$ cat config.mk
export PLATFORM = sky130hd
export DESIGN_NAME = multi_slot_write_deframer_core
export DESIGN_NICKNAME = d
export VERILOG_FILES = /design/src/sv/mswd_pkg.sv /design/src/sv/mswd_state_mem.sv /design/src/sv/mswd_out_fifo.sv /design/src/sv/multi_slot_write_deframer_core.sv
export VERILOG_INCLUDE_DIRS = /design/src /design/src/sv
export SDC_FILE = /design/constraint.sdc
export NUM_CORES = 1
export LEC_CHECK = 0
export ABC_AREA = 1
export BUFFER_PORTS_ARGS = -buffer_cell sky130_fd_sc_hd__buf_2
export CAP_MARGIN = 30
export CORE_ASPECT_RATIO = 1.75
export CORE_MARGIN = 8
export CORE_UTILIZATION = 50
export CTS_BUF_LIST = sky130_fd_sc_hd__clkbuf_8 sky130_fd_sc_hd__clkbuf_16
export CTS_CLUSTER_SIZE = 25
export DETAILED_ROUTE_END_ITERATION = 8
export HOLD_SLACK_MARGIN = 0.12
export PLACE_DENSITY = 0.7
export SLEW_MARGIN = 20
export SYNTH_ARGS = -nofsm -noshare
export SYNTH_HDL_FRONTEND = slang
export SYNTH_SLANG_ARGS = --single-unit
$ cat constraint.sdc
create_clock -name clk_i -period 12.6 [get_ports clk_i]
set_clock_uncertainty 0.1 [all_clocks]
set_input_delay 3.15 -clock clk_i [delete_from_list [all_inputs] [get_ports clk_i]]
set_output_delay 3.15 -clock clk_i [all_outputs]
set_load 0.01 [all_outputs]
$ cat src/sv/multi_slot_write_deframer_core_macros.svh
// Assertion macros shared by the deframer RTL.
`ifndef MULTI_SLOT_WRITE_DEFRAMER_CORE_MACROS_SVH
`define MULTI_SLOT_WRITE_DEFRAMER_CORE_MACROS_SVH

// Same-cycle implication, checked out of reset.
`define MSWD_ASSERT(lbl, ante, cons, msg) \
  lbl: assert property (@(posedge clk_i) disable iff (!rst_ni) (ante) |-> (cons)) \
    else $error(msg);

// Next-cycle implication, checked out of reset.
`define MSWD_ASSERT_NEXT(lbl, ante, cons, msg) \
  lbl: assert property (@(posedge clk_i) disable iff (!rst_ni) (ante) |=> (cons)) \
    else $error(msg);

`endif

$ cat src/sv/mswd_pkg.sv
// Types, codes and constants of the multi-slot write deframer.
`timescale 1ns / 1ps

package mswd_pkg;

  localparam int SLOTS_DEF         = 4;
  localparam int FRAME_PAYLOAD_DEF = 156;
  localparam int BUF_BYTES_DEF     = 256;
  localparam int OQ_DEPTH          = 8;

  localparam int RX_W  = 9;
  localparam int LEN_W = 10;

  localparam logic [7:0] HDR0_BYTE = 8'h0A;
  localparam logic [7:0] HDR1_BYTE = 8'hD0;
  localparam logic [7:0] TRL0_BYTE = 8'hDA;
  localparam logic [7:0] TRL1_BYTE = 8'h0D;

  localparam logic [RX_W-1:0] OPEN_PKT_BYTES = 9'd8;

  typedef enum logic [1:0] {
    CMD_CLEAR = 2'd0,
    CMD_AUTH  = 2'd1,
    CMD_DATA  = 2'd2
  } cmd_e;

  typedef enum logic [1:0] {
    MODE_WAIT  = 2'd0,
    MODE_START = 2'd1,
    MODE_COLL  = 2'd2,
    MODE_FIN   = 2'd3
  } mode_e;

  typedef enum logic [1:0] {
    KIND_PAYLOAD = 2'd0,
    KIND_ACCEPT  = 2'd1,
    KIND_DISCARD = 2'd2,
    KIND_REJECT  = 2'd3
  } kind_e;

  typedef struct packed {
    logic [RX_W-1:0]  rx_count;
    mode_e            parse_mode;
    logic             authenticated;
    logic [LEN_W-1:0] bytes_left;
    logic             write_ignored;
  } slot_state_t;

  typedef struct packed {
    kind_e      kind;
    logic [1:0] slot;
    logic [7:0] payload;
    logic       last;
  } res_t;

  typedef struct packed {
    logic [1:0] cnt;
    res_t       r0;
    res_t       r1;
  } push_t;

endpackage

$ cat src/sv/mswd_state_mem.sv
// Per-slot state memory: one write port, one registered read port, write-first bypass.
`timescale 1ns / 1ps

module mswd_state_mem #(
  parameter int DEPTH = 4,
  parameter int AW    = 2
) (
  input  logic                 clk_i,
  input  logic                 rst_ni,
  input  logic                 we_i,
  input  logic [AW-1:0]        waddr_i,
  input  mswd_pkg::slot_state_t wdata_i,
  input  logic [AW-1:0]        raddr_i,
  output mswd_pkg::slot_state_t rdata_o
);

  mswd_pkg::slot_state_t mem [DEPTH];
  mswd_pkg::slot_state_t rd_q;
  mswd_pkg::slot_state_t byp_data_q;
  logic [DEPTH-1:0]      vld_q;
  logic                  rvld_q;
  logic                  byp_q;

  always_ff @(posedge clk_i) begin
    if (we_i) begin
      mem[waddr_i] <= wdata_i;
    end
    rd_q       <= mem[raddr_i];
    byp_data_q <= wdata_i;
  end

  // Valid bits stand in for a clearing pass: an entry never written reads as zero.
  always_ff @(posedge clk_i or negedge rst_ni) begin
    if (!rst_ni) begin
      vld_q  <= '0;
      rvld_q <= 1'b0;
      byp_q  <= 1'b0;
    end else begin
      if (we_i) begin
        vld_q[waddr_i] <= 1'b1;
      end
      rvld_q <= vld_q[raddr_i];
      byp_q  <= we_i && (waddr_i == raddr_i);
    end
  end

  assign rdata_o = byp_q ? byp_data_q : (rvld_q ? rd_q : '0);

endmodule

$ cat src/sv/mswd_out_fifo.sv
// Result queue: up to two pushes and one pop per cycle.
`timescale 1ns / 1ps

module mswd_out_fifo #(
  parameter int DEPTH = mswd_pkg::OQ_DEPTH
) (
  input  logic               clk_i,
  input  logic               rst_ni,
  input  mswd_pkg::push_t    push_i,
  input  logic               pop_i,
  output logic               valid_o,
  output mswd_pkg::res_t     head_o,
  output logic [$clog2(DEPTH+1)-1:0] count_o
);

  localparam int PW = (DEPTH > 1) ? $clog2(DEPTH) : 1;
  localparam int CW = $clog2(DEPTH + 1);

  mswd_pkg::res_t entries [DEPTH];
  logic [PW-1:0]  wr_q, wr_d, wr1, rd_q, rd_d;
  logic [CW-1:0]  count_q, count_d;

  function automatic logic [PW-1:0] ptr_inc(input logic [PW-1:0] p);
    ptr_inc = (p == PW'(DEPTH - 1)) ? '0 : p + PW'(1);
  endfunction

  always_comb begin
    wr1     = ptr_inc(wr_q);
    wr_d    = wr_q;
    rd_d    = pop_i ? ptr_inc(rd_q) : rd_q;
    count_d = count_q + CW'(push_i.cnt) - CW'(pop_i);
    case (push_i.cnt)
      2'd1:    wr_d = wr1;
      2'd2:    wr_d = ptr_inc(wr1);
      default: wr_d = wr_q;
    endcase
  end

  always_ff @(posedge clk_i) begin
    if (push_i.cnt != 2'd0) begin
      entries[wr_q] <= push_i.r0;
    end
    if (push_i.cnt == 2'd2) begin
      entries[wr1] <= push_i.r1;
    end
  end

  always_ff @(posedge clk_i or negedge rst_ni) begin
    if (!rst_ni) begin
      wr_q    <= '0;
      rd_q    <= '0;
      count_q <= '0;
    end else begin
      wr_q    <= wr_d;
      rd_q    <= rd_d;
      count_q <= count_d;
    end
  end

  assign valid_o = (count_q != '0);
  assign head_o  = entries[rd_q];
  assign count_o = count_q;

endmodule

$ cat src/sv/multi_slot_write_deframer_core.sv
// Top level of the multi-slot write deframer: slot state pipeline and result queue.
// The accepted item is registered into stage 1; its results are pushed into the result queue
// at the end of stage 1 and offered from there. Throughput: one item per cycle while the
//   result queue has room; the read-modify-write of the slot state memory takes one stage,
//   and a same-slot item in the next cycle gets the new state through a bypass.
// Results leave at one per cycle when out_ready_i is high; two-result items drain at half rate.
// Reset: all slot state reads as zero at once through per-slot valid bits; no clearing pass.
`timescale 1ns / 1ps
`include "multi_slot_write_deframer_core_macros.svh"

module multi_slot_write_deframer_core #(
  parameter int SLOTS         = mswd_pkg::SLOTS_DEF,
  parameter int FRAME_PAYLOAD = mswd_pkg::FRAME_PAYLOAD_DEF,
  parameter int BUF_BYTES     = mswd_pkg::BUF_BYTES_DEF
) (
  input  logic       clk_i,
  input  logic       rst_ni,
  // input item channel
  input  logic       in_valid_i,
  output logic       in_ready_o,
  input  logic [1:0] command_i,
  input  logic [1:0] slot_i,
  input  logic [7:0] data_byte_i,
  input  logic       first_of_write_i,
  input  logic [9:0] write_len_i,
  input  logic       auth_ok_i,
  // configuration: secure_mode
  input  logic       cfg_we_i,
  input  logic       cfg_wdata_i,
  // result item channel
  output logic       out_valid_o,
  input  logic       out_ready_i,
  output logic [1:0] kind_o,
  output logic [1:0] out_slot_o,
  output logic [7:0] payload_o,
  output logic       last_o
);

  // Only four slot codes can arrive, so the memory never needs more than four entries.
  localparam int MEM_DEPTH = (SLOTS < 4) ? SLOTS : 4;
  localparam int AW        = (MEM_DEPTH > 1) ? $clog2(MEM_DEPTH) : 1;
  localparam int QD        = mswd_pkg::OQ_DEPTH;
  localparam int CW        = $clog2(QD + 1);
  localparam int RX_W      = mswd_pkg::RX_W;
  localparam int LEN_W     = mswd_pkg::LEN_W;

  localparam logic [RX_W-1:0]  FP_LIM  = RX_W'(FRAME_PAYLOAD);
  localparam logic [LEN_W:0]   BUF_LIM = (LEN_W + 1)'(BUF_BYTES);

  // Configuration register.
  logic secure_q;

  // Stage 1: the accepted item, while its slot state comes out of the memory.
  logic             s1_valid_q;
  logic [1:0]       s1_cmd_q;
  logic [1:0]       s1_slot_q;
  logic [7:0]       s1_byte_q;
  logic             s1_first_q;
  logic [LEN_W-1:0] s1_len_q;
  logic             s1_ok_q;

  logic in_acc;

  mswd_pkg::slot_state_t st, nx;
  logic                  mem_we;

  // Decoded conditions shared by the state update and the result logic.
  logic             in_range;
  logic [LEN_W-1:0] len1;
  logic [LEN_W-1:0] bl_next;
  logic [LEN_W:0]   fill_sum;
  logic [RX_W-1:0]  rx1;
  logic             reject;
  logic             ovf;
  logic             go;
  logic             pend_clr;
  logic             pend_ovf;
  logic             below_fp;

  mswd_pkg::push_t  push;
  mswd_pkg::res_t   head;
  logic [CW-1:0]    q_count;
  logic [1:0]       res_cnt;
  mswd_pkg::kind_e  k0, k1;
  logic [7:0]       p0;

  assign in_acc = in_valid_i && in_ready_o;

  // Accept only when the queue has room for this item and the one in stage 1.
  assign in_ready_o = ({1'b0, q_count} + (CW + 1)'(s1_valid_q ? 2 : 0)) <= (CW + 1)'(QD - 2);

  always_ff @(posedge clk_i or negedge rst_ni) begin
    if (!rst_ni) begin
      secure_q   <= 1'b0;
      s1_valid_q <= 1'b0;
    end else begin
      if (cfg_we_i) begin
        secure_q <= cfg_wdata_i;
      end
      s1_valid_q <= in_acc;
    end
  end

  always_ff @(posedge clk_i) begin
    if (in_acc) begin
      s1_cmd_q   <= command_i;
      s1_slot_q  <= slot_i;
      s1_byte_q  <= data_byte_i;
      s1_first_q <= first_of_write_i;
      s1_len_q   <= write_len_i;
      s1_ok_q    <= auth_ok_i;
    end
  end

  // Read at the accept edge; write back at the end of stage 1.
  mswd_state_mem #(
    .DEPTH (MEM_DEPTH),
    .AW    (AW)
  ) u_state_mem (
    .clk_i   (clk_i),
    .rst_ni  (rst_ni),
    .we_i    (mem_we),
    .waddr_i (s1_slot_q[AW-1:0]),
    .wdata_i (nx),
    .raddr_i (slot_i[AW-1:0]),
    .rdata_o (st)
  );

  always_comb begin
    in_range = ({30'd0, s1_slot_q} < SLOTS);
    len1     = (s1_len_q == '0) ? LEN_W'(1) : s1_len_q;
    fill_sum = {2'b00, st.rx_count} + {1'b0, len1};
    rx1      = st.rx_count + RX_W'(1);
    reject   = secure_q && !st.authenticated;
    ovf      = fill_sum > BUF_LIM;
    below_fp = st.rx_count < FP_LIM;
    // Payload already streamed without a closing marker.
    pend_ovf = secure_q ? ((st.parse_mode == mswd_pkg::MODE_COLL) && (st.rx_count != '0))
                        : (st.rx_count != '0);
    pend_clr = secure_q ? (((st.parse_mode == mswd_pkg::MODE_COLL) && (st.rx_count != '0))
                           || (st.parse_mode == mswd_pkg::MODE_FIN))
                        : (st.rx_count != '0);
    if (s1_first_q) begin
      bl_next = len1 - LEN_W'(1);
      go      = !reject && !ovf;
    end else begin
      bl_next = (st.bytes_left != '0) ? st.bytes_left - LEN_W'(1) : st.bytes_left;
      go      = (st.bytes_left != '0) && !st.write_ignored;
    end
  end

  assign mem_we = s1_valid_q && in_range;

  // Next slot state.
  always_comb begin
    nx = st;
    case (s1_cmd_q)
      mswd_pkg::CMD_CLEAR: begin
        nx = '0;
      end
      mswd_pkg::CMD_AUTH: begin
        nx.authenticated = s1_ok_q;
      end
      mswd_pkg::CMD_DATA: begin
        nx.bytes_left = bl_next;
        if (s1_first_q) begin
          if (reject) begin
            nx.write_ignored = 1'b1;
          end else if (ovf) begin
            nx.rx_count      = '0;
            nx.write_ignored = 1'b1;
          end else begin
            nx.write_ignored = 1'b0;
          end
        end
        if (go) begin
          if (!secure_q) begin
            // Close the packet on the last byte of a write once eight or more have gathered.
            nx.rx_count = ((bl_next == '0) && (rx1 >= mswd_pkg::OPEN_PKT_BYTES)) ? '0 : rx1;
          end else begin
            case (st.parse_mode)
              mswd_pkg::MODE_WAIT: begin
                if (s1_byte_q == mswd_pkg::HDR0_BYTE) begin
                  nx.parse_mode = mswd_pkg::MODE_START;
                end
              end
              mswd_pkg::MODE_START: begin
                nx.parse_mode = (s1_byte_q == mswd_pkg::HDR1_BYTE) ? mswd_pkg::MODE_COLL
                                                                   : mswd_pkg::MODE_WAIT;
                nx.rx_count   = '0;
              end
              mswd_pkg::MODE_COLL: begin
                if (below_fp) begin
                  nx.rx_count = rx1;
                end else if (s1_byte_q == mswd_pkg::TRL0_BYTE) begin
                  nx.rx_count   = rx1;
                  nx.parse_mode = mswd_pkg::MODE_FIN;
                end else begin
                  nx.parse_mode = mswd_pkg::MODE_WAIT;
                end
              end
              default: begin
                if (s1_byte_q == mswd_pkg::TRL1_BYTE) begin
                  nx.rx_count = '0;
                end
                nx.parse_mode = mswd_pkg::MODE_WAIT;
              end
            endcase
          end
        end
      end
      default: begin
        nx = st;
      end
    endcase
  end

  // Results of the item in stage 1.
  always_comb begin
    res_cnt = 2'd0;
    k0      = mswd_pkg::KIND_PAYLOAD;
    k1      = mswd_pkg::KIND_PAYLOAD;
    p0      = '0;
    case (s1_cmd_q)
      mswd_pkg::CMD_CLEAR: begin
        if (pend_clr) begin
          res_cnt = 2'd1;
          k0      = mswd_pkg::KIND_DISCARD;
        end
      end
      mswd_pkg::CMD_DATA: begin
        if (s1_first_q && reject) begin
          res_cnt = 2'd1;
          k0      = mswd_pkg::KIND_REJECT;
        end else if (s1_first_q && ovf) begin
          if (pend_ovf) begin
            res_cnt = 2'd1;
            k0      = mswd_pkg::KIND_DISCARD;
          end
        end else if (go) begin
          if (!secure_q) begin
            res_cnt = 2'd1;
            p0      = s1_byte_q;
            if (bl_next == '0) begin
              if (rx1 == mswd_pkg::OPEN_PKT_BYTES) begin
                res_cnt = 2'd2;
                k1      = mswd_pkg::KIND_ACCEPT;
              end else if (rx1 > mswd_pkg::OPEN_PKT_BYTES) begin
                res_cnt = 2'd2;
                k1      = mswd_pkg::KIND_DISCARD;
              end
            end
          end else begin
            case (st.parse_mode)
              mswd_pkg::MODE_COLL: begin
                if (below_fp) begin
                  res_cnt = 2'd1;
                  p0      = s1_byte_q;
                end else if (s1_byte_q != mswd_pkg::TRL0_BYTE) begin
                  res_cnt = 2'd1;
                  k0      = mswd_pkg::KIND_DISCARD;
                end
              end
              mswd_pkg::MODE_FIN: begin
                res_cnt = 2'd1;
                k0      = (s1_byte_q == mswd_pkg::TRL1_BYTE) ? mswd_pkg::KIND_ACCEPT
                                                             : mswd_pkg::KIND_DISCARD;
              end
              default: begin
                res_cnt = 2'd0;
              end
            endcase
          end
        end
      end
      default: begin
        res_cnt = 2'd0;
      end
    endcase

    push.cnt        = mem_we ? res_cnt : 2'd0;
    push.r0.kind    = k0;
    push.r0.slot    = s1_slot_q;
    push.r0.payload = p0;
    push.r0.last    = (res_cnt == 2'd1);
    push.r1.kind    = k1;
    push.r1.slot    = s1_slot_q;
    push.r1.payload = '0;
    push.r1.last    = 1'b1;
  end

  mswd_out_fifo #(
    .DEPTH (QD)
  ) u_out_fifo (
    .clk_i   (clk_i),
    .rst_ni  (rst_ni),
    .push_i  (push),
    .pop_i   (out_valid_o && out_ready_i),
    .valid_o (out_valid_o),
    .head_o  (head),
    .count_o (q_count)
  );

  assign kind_o     = head.kind;
  assign out_slot_o = head.slot;
  assign payload_o  = head.payload;
  assign last_o     = head.last;

  `MSWD_ASSERT_NEXT(a_accept_enters_s1, in_acc, s1_valid_q, "accepted item missing from stage 1")
  `MSWD_ASSERT(a_queue_room, s1_valid_q, ({1'b0, q_count} + (CW + 1)'(push.cnt)) <= (CW + 1)'(QD), "result queue overflow")
  `MSWD_ASSERT(a_marker_no_payload, out_valid_o && (kind_o != mswd_pkg::KIND_PAYLOAD), payload_o == 8'd0, "marker carries payload")
  `MSWD_ASSERT(a_push_in_range, push.cnt != 2'd0, s1_valid_q && in_range, "results from an ignored item")

endmodule

# Word-level counts from Yosys, hierarchy flattened
# Memory sizes are Yosys's and may differ from the RTL's. A register that Yosys moved wholly into a read port is not among the register bits.
# Cells that the tools add are included.
# word_totals
regBits	65
ramBits	196
inputBits	30
out_inout_bits	15
word_cells	168
n_memories	2
# mem_list
memory	words	width	rd	rd_clocked_by_memory_dff	write_ports	line_no	source
u_out_fifo.entries	8	13	1	0	2	mswd_out_fifo.sv:19	mswd_pkg::res_t entries [DEPTH];
u_state_mem.mem	4	23	1	1	1	mswd_state_mem.sv:17	mswd_pkg::slot_state_t mem [DEPTH];
# classes
addsub	10
magnitude_cmp	8
n_eq_ne	18
n_mux	85
n_bitwise	1
n_reduce_logical	25
# ops
op	count
two-way mux 9 bit	8
two-way mux 2 bit	31
two-way mux 8 bit	7
two-way mux 23 bit	2
case mux 11 bit (2 select lines)	2
two-way mux 10 bit	3
case mux 9 bit (3 select lines)	1
logical NOT 10 bit	2
subtractor 10 x 1 -> 10 bit, second input constant	2
two-way mux 1 bit	18
equality test 8 x 4 -> 1 bit, second input constant	2
equality test 8 bit, second input constant	2
case mux 2 bit (2 select lines)	4
adder 9 x 10 -> 11 bit	1
greater-than comparator 11 x 9 -> 1 bit, second input constant	1
logical AND 1 bit	11
two-way mux 11 bit	1
nonzero test 10 bit	1
adder 3 x 1 -> 3 bit, second input constant	3
adder 9 x 1 -> 9 bit, second input constant	1
equality test 3 bit, second input constant	3
equality test 9 x 4 -> 1 bit, second input constant	1
>= comparator 9 x 4 -> 1 bit, second input constant	1
greater-than comparator 9 x 4 -> 1 bit, second input constant	1
24 further kinds	38

# Longest topological paths before layout
# Gate-level depths: netlist of run 1.
# depth
depth_word	16
ltp_mapped	35
mapped_depth_nobuf	35

# By module
# A second synthesis of run 1 with hierarchy kept.
# hier_totals
cells_unflattened	1938
area_unflattened_um2	15482.3
# modules_own_cells
mod	instances	cells_each	area_each_um2	seq_area_each_um2
mswd_out_fifo	1	840	6578.8	3373.2
mswd_state_mem	1	519	5387.7	3833.7
multi_slot_write_deframer_core	1	579	3515.9	770.7

# Least setup slack after synthesis of run 1
# Ideal clock, no wire load.
# synth_timing
kind	in2reg
from	input port in_valid_i
to	register s1_byte_q[0], enable pin
setup_time_ns	0.442
arrival_time_ns	4.996
t_required_ns	12.058
setup_slack_ns	7.061
path_stages	1
path_buffers	0
cell_sequence	nor3b_1
# synth_between
elab_chain_cells	1
# synth_rtl
item	line_no	source
start: declaration	multi_slot_write_deframer_core.sv:19	input logic in_valid_i,
logical AND 1 bit	multi_slot_write_deframer_core.sv:87	assign in_acc = in_valid_i && in_ready_o;
end signal: assignment	multi_slot_write_deframer_core.sv:108	s1_byte_q <= data_byte_i;
end: declaration	multi_slot_write_deframer_core.sv:57	logic [7:0] s1_byte_q;
# No other way between the ends.
# A chain may end at the register's enable or synchronous reset.

# Worst setup path after layout of run 1
# layout_timing
from	register u_out_fifo.rd_q[0]
to	output port out_slot_o[1]
# layout_between
elab_chain_cells	1
# layout_rtl
item	line_no	source
start: declaration	mswd_out_fifo.sv:20	logic [PW-1:0] wr_q, wr_d, wr1, rd_q, rd_d;
start signal: assignment	mswd_out_fifo.sv:55	rd_q <= rd_d;
memory read (8 x 13 bit)	-	
end: declaration	multi_slot_write_deframer_core.sv:34	output logic [1:0] out_slot_o,
# No other way between the ends.

==> results.sh, run 1 <==
export IMPL_cts_clk_slew_worst_paths_ps=60
export IMPL_die_x_um=140
export IMPL_post_cts_resized=0
export IMPL_synth_cell_type_count=52
export IMPL_reg2reg_depth=32
export IMPL_use_met3_pct=3.66
export IMPL_grt_busiest_layer="met2"
export IMPL_power_frac_comb_pct=36.1
export IMPL_drtIter0Drc=716
export IMPL_die_area_mm2=0.0324
export IMPL_rsz0062_at_grt="false"
export IMPL_cts_sinks=284
export IMPL_r2r_start="u_state_mem.byp_q"
export IMPL_hp_start="u_out_fifo.entries[0][1]"
export IMPL_finalCritPeriodShare_pct=51.2
export IMPL_viasPerCell=5.73
export IMPL_post_drt_wl_per_cell_um=20.0
export IMPL_status="completed"
export IMPL_cp_max_fo=54
export IMPL_p_int_mw=2.07
export IMPL_synth_top_area_share_pct=33.3
export IMPL_postLayoutCellArea_mm2=0.0147
export IMPL_hold_depth=2
export IMPL_fin_tns_setup_ps=0
export IMPL_root_buffer="clkbuf_16"
export IMPL_avgSynthCellArea_um2=8.72
export IMPL_cp_required_ps=9350
export IMPL_finalWirelength_um=37900
export IMPL_nets=1617
export IMPL_dpl_worst_slack_ps=6310
export IMPL_p_leak_nw=6.10
export IMPL_pin_count=45
export IMPL_antenna_cells=0
export IMPL_vias=10900
export IMPL_row_count=79
export IMPL_reg2reg_to="u_out_fifo.entries[5][5]"
export IMPL_grt_util_met2_pct=44.4
export IMPL_h_tree_depth=1
export IMPL_synth_cells=1532
export IMPL_final_common_cell="nand2_1"
export IMPL_max_freq_mhz=155
export IMPL_mostFrequentLayoutCells="nand2_1, nor2_1, o21ai_0"
export IMPL_grt_pass1_vias=11100
export IMPL_clkLatencyLatePin_ps=550
export IMPL_grt_use_met1_pct=21.3
export IMPL_antenna_found_initial=0
export IMPL_switchingPower_mw=1.29
export IMPL_gp_congestion=1.01
export IMPL_layout_drive_gt1_share_pct=10.1
export IMPL_vdd_ir_drop_worst_v=0.000131
export IMPL_setup_violations_final=0
export IMPL_report_final_slew_viol_count=0
export IMPL_yosysTopAreaCell="edfxtp_1"
export IMPL_maxCapViolCount=0
export IMPL_max_slew_margin_pct=43.2
export IMPL_rrSetupSlack_ps=6490
export IMPL_initial_utilization_pct=50.6
export IMPL_min_to="u_out_fifo.entries[0][1]"
export IMPL_clk_path_buf_depth=3
export IMPL_netlist_area_mm2=0.0134
export IMPL_p_sw_share_pct=38.4
export IMPL_critPathArrivalTime_ps=3200
export IMPL_ys_ff_latch=284
export IMPL_area_growth_pct=10.4
export IMPL_fin_ws_ps=6150
export IMPL_cts_tree="yes"
export IMPL_grt_use_total_pct=23.5
export IMPL_min_period_ps=6450
export IMPL_portBuffers=44
export IMPL_dpl_cell_area_mm2=0.0138
export IMPL_cp_end_kind="output pin"
export IMPL_drc=0
export IMPL_drtPass1Iterations=7
export IMPL_yosysWarnings=0
export IMPL_ctsHoldBuffers=0
export IMPL_hold_class="reg2reg"
export IMPL_p_seq_share_pct=39.1
export IMPL_cts_inserted_buffers=26
export IMPL_power_density_mw_per_mm2=228
export IMPL_final_antenna_net_count=0
export IMPL_tightest_slew_ps=846
export IMPL_grt_ovfl_total=0
export IMPL_coreArea_mm2=0.0264
export IMPL_die_h_um=232
export IMPL_yosysSeqAreaShare_pct=54.4
export IMPL_path_class="reg2out"
export IMPL_start_kind="flip-flop"
export IMPL_fin_util_pct=55.9
export IMPL_grt_max_degree=55
export IMPL_synth_area_leaders="edfxtp_1, dfxtp_1, nand2_1"
export IMPL_grt_pass1_wl_um=58800
export IMPL_timing_final_hold_violations=0
export IMPL_power_share_clock_pct=24.9
export IMPL_synth_fp_nets=1597
export IMPL_post_cts_buffers=0
export IMPL_hpwl_um=28000
-- worst max path at each step --
| stage | from | endpoint | slack [ps] |
|---|---|---|---|
| detailed placement | u_out_fifo.rd_q[1] | payload_o[1] | 6310 |
| global route | u_out_fifo.rd_q[0] | out_slot_o[1] | 5950 |
| finish | u_out_fifo.rd_q[0] | out_slot_o[1] | 6150 |
| CTS | u_out_fifo.rd_q[1] | payload_o[1] | 5710 |
| global placement | u_out_fifo.rd_q[0] | out_slot_o[1] | 6080 |
| floorplan | in_valid_i | s1_byte_q[0] | 7060 |
-- sequential cells by signal (all words and copies together), names as in the netlist --
name / flops
u_state_mem.rvld_q: 1
u_out_fifo.count_o: 4
u_out_fifo.rd_q: 3
s1_first_q: 1
s1_len_q: 10
u_state_mem.byp_q: 1
s1_slot_q: 2
mem_we: 1
u_state_mem.vld_q: 4
u_state_mem.rd_q: 23
s1_byte_q: 8
secure_q: 1
s1_ok_q: 1
u_out_fifo.wr_q: 3
u_state_mem.mem: 92
s1_cmd_q: 2
u_out_fifo.entries: 104
u_state_mem.byp_data_q: 23
-- cells by family after synthesis --
| logic type | count (synthesis) | share of synthesized area (%) |
|---|---|---|
| compound gates | 354 | 14.7 |
| flops | 284 | 54.4 |
| fa+ha+maj | 35 | 3.39 |
| simple gates | 620 | 19.9 |
| xor+xnor | 15 | 0.984 |
| buf+inv | 224 | 6.66 |
-- synth_stat cells, drive strengths merged --
| library cell | count |
|---|---|
| nand2 | 289 |
| nor2 | 227 |
| o21ai | 202 |
| inv | 150 |
| edfxtp | 148 |
| dfxtp | 118 |
| o22ai | 69 |
| nand3 | 63 |
| clkbuf | 50 |
| a21oi | 49 |
| ha | 33 |
| dfrtp | 18 |
| a31oi | 17 |
| nand4 | 14 |
| clkinv | 13 |
| buf | 11 |
| nor3 | 11 |
| xor2 | 11 |
| or2 | 6 |
| nor4 | 5 |
| a22oi | 4 |
| o211ai | 4 |
| xnor2 | 4 |
| a21o | 2 |
| fa | 2 |
| nand3b | 2 |
| nor3b | 2 |
| a221oi | 1 |
| a22o | 1 |
| and3 | 1 |
| o21a | 1 |
| o21bai | 1 |
| o221ai | 1 |
| o311ai | 1 |
| o31ai | 1 |
-- area by class of cell --
type                            instances  area [um^2]
Fill cell                            2365        11700
Sequential cell                       284         7260
Multi-Input combinational cell       1024         5240
Clock buffer                           32          756
Inverter                              163          613
Tap cell                              324          405
Timing Repair Buffer                   53          308
Clock inverter                         16          159
-- critical path, cell delays in order (launching register included) --
cell      delay [ps]
dfrtp_1          320
buf_4            450
clkinv_2         700
o21ai_0          600
o22ai_1          120
nor2_1           140
a31oi_1           80
buf_2            190
-- through the flow --
step,instances,power (mW),hold slack [ps]
floorplan,1532,2.16,323
global placement,1847,2.51,332
detailed placement,1847,2.53,340
CTS,1895,3.37,356
global route,1896,3.58,371
finish,1896,3.37,357
-- routing by layer --
metal  routed length (um)  vias to the layer above
li1                     -                     5228
met1                12900                     5121
met2                19900                      360
met3                 1640                      163
met4                 3460                        0
met5                    0                        -
-- power by group through the flow --
stage          combinational [mW]  sequential [mW]  clock, mW
2_1_floorplan               0.871             1.29          0
3_3_place_gp                 1.17             1.34          0
3_5_place_dp                 1.19             1.34          0
4_1_cts                      1.20             1.32      0.848
5_1_grt                      1.36             1.33      0.883
6_report                     1.21             1.32      0.838
No activity file was read; power rests on OpenSTA's default activity.
==> run 2, diff against run 1 <==
clock period = 6.3 ns   (was 12.6 ns; I/O delays follow)
==> run 2 against run 1 <==
Sequential cell count unchanged. Register-to-register slack worse by 5700 ps. First-iteration DRC count down 8.8%. Non-clock buffer count up 3. Clock power up 83%. Combinational power up 100%. Cell area down 0.48%. Global-route usage down 0.46 points. Sequential power up 99%. Largest power group unchanged. Sequential share of layout area up 0.24 points. Routed wire length down 1.3%. Die area unchanged.
==> results.sh, run 2 (synthesis gave the netlist of run 1 again) <==
export IMPL_maxCapViolCount=0
export IMPL_rsz0062_at_grt="false"
export IMPL_initial_utilization_pct=50.6
export IMPL_portBuffers=44
export IMPL_cts_clk_slew_worst_paths_ps=70
export IMPL_setup_violations_final=0
export IMPL_antenna_found_initial=0
export IMPL_cp_endpoint="u_out_fifo.entries[0][9]"
export IMPL_vdd_ir_drop_worst_v=0.000243
export IMPL_reg2reg_to="u_out_fifo.entries[0][9]"
export IMPL_grt_use_total_pct=23.0
export IMPL_post_drt_wl_per_cell_um=19.7
export IMPL_report_final_slew_viol_count=0
export IMPL_cts_inserted_buffers=26
export IMPL_cpMaxStageDelayCell="dfrtp_1"
export IMPL_die_area_mm2=0.0324
export IMPL_total_power_mw=6.63
export IMPL_finalWirelength_um=37400
export IMPL_start_kind="flip-flop"
export IMPL_finalCritPeriodShare_pct=87.5
export IMPL_area_growth_pct=9.88
export IMPL_p_leak_nw=6.07
export IMPL_hpwl_um=27700
export IMPL_drtIter0Drc=653
export IMPL_r2r_start="u_state_mem.byp_q"
export IMPL_critPathArrivalTime_ps=5670
export IMPL_nets=1620
export IMPL_fin_tns_setup_ps=0
export IMPL_drc=0
export IMPL_max_slew_margin_pct=33.2
export IMPL_max_freq_mhz=181
export IMPL_coreArea_mm2=0.0264
export IMPL_cp_max_fo=19
export IMPL_drtPass1Iterations=5
export IMPL_root_buffer="clkbuf_16"
export IMPL_final_common_cell="nand2_1"
export IMPL_die_h_um=232
export IMPL_post_cts_buffers=0
export IMPL_vias=10800
export IMPL_cp_required_ps=6460
export IMPL_slowest_delay_ps=650
export IMPL_antenna_cells=0
export IMPL_mostFrequentLayoutCells="nand2_1, nor2_1, o21ai_0"
export IMPL_status="completed"
export IMPL_viasPerCell=5.67
export IMPL_timing_final_hold_violations=0
export IMPL_largest_reg_flops=104
export IMPL_power_density_mw_per_mm2=452
export IMPL_final_antenna_net_count=0
export IMPL_cts_sinks=284
export IMPL_clkLatencyLatePin_ps=550
export IMPL_dpl_cell_area_mm2=0.0138
export IMPL_holdWs_ps=355
export IMPL_post_cts_resized=0
export IMPL_clk_path_buf_depth=3
export IMPL_postLayoutCellArea_mm2=0.0147
export IMPL_grt_max_degree=54
export IMPL_largestRegisters="u_out_fifo.entries x104, u_state_mem.mem x92"
export IMPL_path_common_cell="nand2_1"
export IMPL_cp_end_kind="flip-flop"
export IMPL_grt_pass1_wl_um=57800
export IMPL_row_count=79
export IMPL_die_x_um=140
export IMPL_tightest_slew_ps=992
export IMPL_ctsHoldBuffers=0
export IMPL_gp_congestion=0.955
export IMPL_path_class="reg2reg"
export IMPL_grt_pass1_vias=10800
export IMPL_reg2reg_depth=29
export IMPL_h_tree_depth=1
export IMPL_pin_count=45
export IMPL_hold_class="reg2reg"
export IMPL_layout_drive_gt1_share_pct=9.78
export IMPL_top_register="u_out_fifo.entries"
export IMPL_rrSetupSlack_ps=790
export IMPL_min_period_ps=5510
export IMPL_cts_tree="yes"
export IMPL_startpoint="u_state_mem.byp_q"
export IMPL_grt_ovfl_total=0
[run 2: cell count changes in the layout (fill, tap and decap cells not counted)]
| cell | change |
|---|---|
| bufinv_16 | -2 |
| buf_4 | +3 |
| clkinv_2 | -3 |
| clkbuf_16 | -1 |
| clkbuf_8 | -1 |
| clkinv_4 | -1 |
| inv_1 | +5 |
| nor2_4 | -1 |
| clkinv_1 | +2 |
| inv_4 | -1 |
| clkinvlp_4 | +2 |
| nor2_2 | +1 |
[run 2: worst min path at each step]
stage	startpoint	endpoint	slack [ps]	cells past startpoint
6_report	u_out_fifo.entries[7][8]	u_out_fifo.entries[7][8]	350	2
5_1_grt	u_out_fifo.entries[7][1]	u_out_fifo.entries[7][1]	370	2
4_1_cts	u_out_fifo.entries[7][1]	u_out_fifo.entries[7][1]	360	2
3_5_place_dp	u_out_fifo.entries[7][1]	u_out_fifo.entries[7][1]	340	2
3_3_place_gp	u_out_fifo.entries[4][5]	u_out_fifo.entries[4][5]	330	2
2_1_floorplan	u_out_fifo.entries[0][1]	u_out_fifo.entries[0][1]	320	2
[run 2: layout make-up]
class                           instances  area [um^2]
Inverter                              163          612
Multi-Input combinational cell       1024         5240
Tap cell                              324          405
Clock buffer                           30          717
Fill cell                            2398        11700
Sequential cell                       284         7260
Clock inverter                         18          111
Timing Repair Buffer                   56          330
[run 2: metal layers]
metal | GRT usage, % | routed length, um | vias to the layer above
met5 | 0 | 0 | -
met4 | 17.5 | 2860 | 0
met3 | 3.19 | 1440 | 154
met2 | 45.3 | 20500 | 327
met1 | 20.7 | 12600 | 5061
li1 | - | - | 5221
[run 2: critical path: cells and delay by family (launching register included)]
family / cells / cell delay (ps)
and+or+nand+nor: 20 / 2510
adders and majority gates: 3 / 880
DFF: 1 / 650
xor gates and xnor gates: 1 / 150
buffers and inverters: 4 / 680
AOI/OAI and AO/OA: 1 / 230
[run 2: stage by stage]
step,worst slack (ps),instances,util (%)
5_1_grt,220,1899,55.6
2_1_floorplan,1870,1532,-
3_5_place_dp,864,1850,52.3
3_3_place_gp,986,1850,52.3
4_1_cts,847,1898,55.5
6_report,790,1899,55.6
[run 2: where the power goes]
group | switching (mW) | internal [mW]
registers | 0.202 | 2.43
clock network | 0.678 | 0.852
logic | 1.71 | 0.754
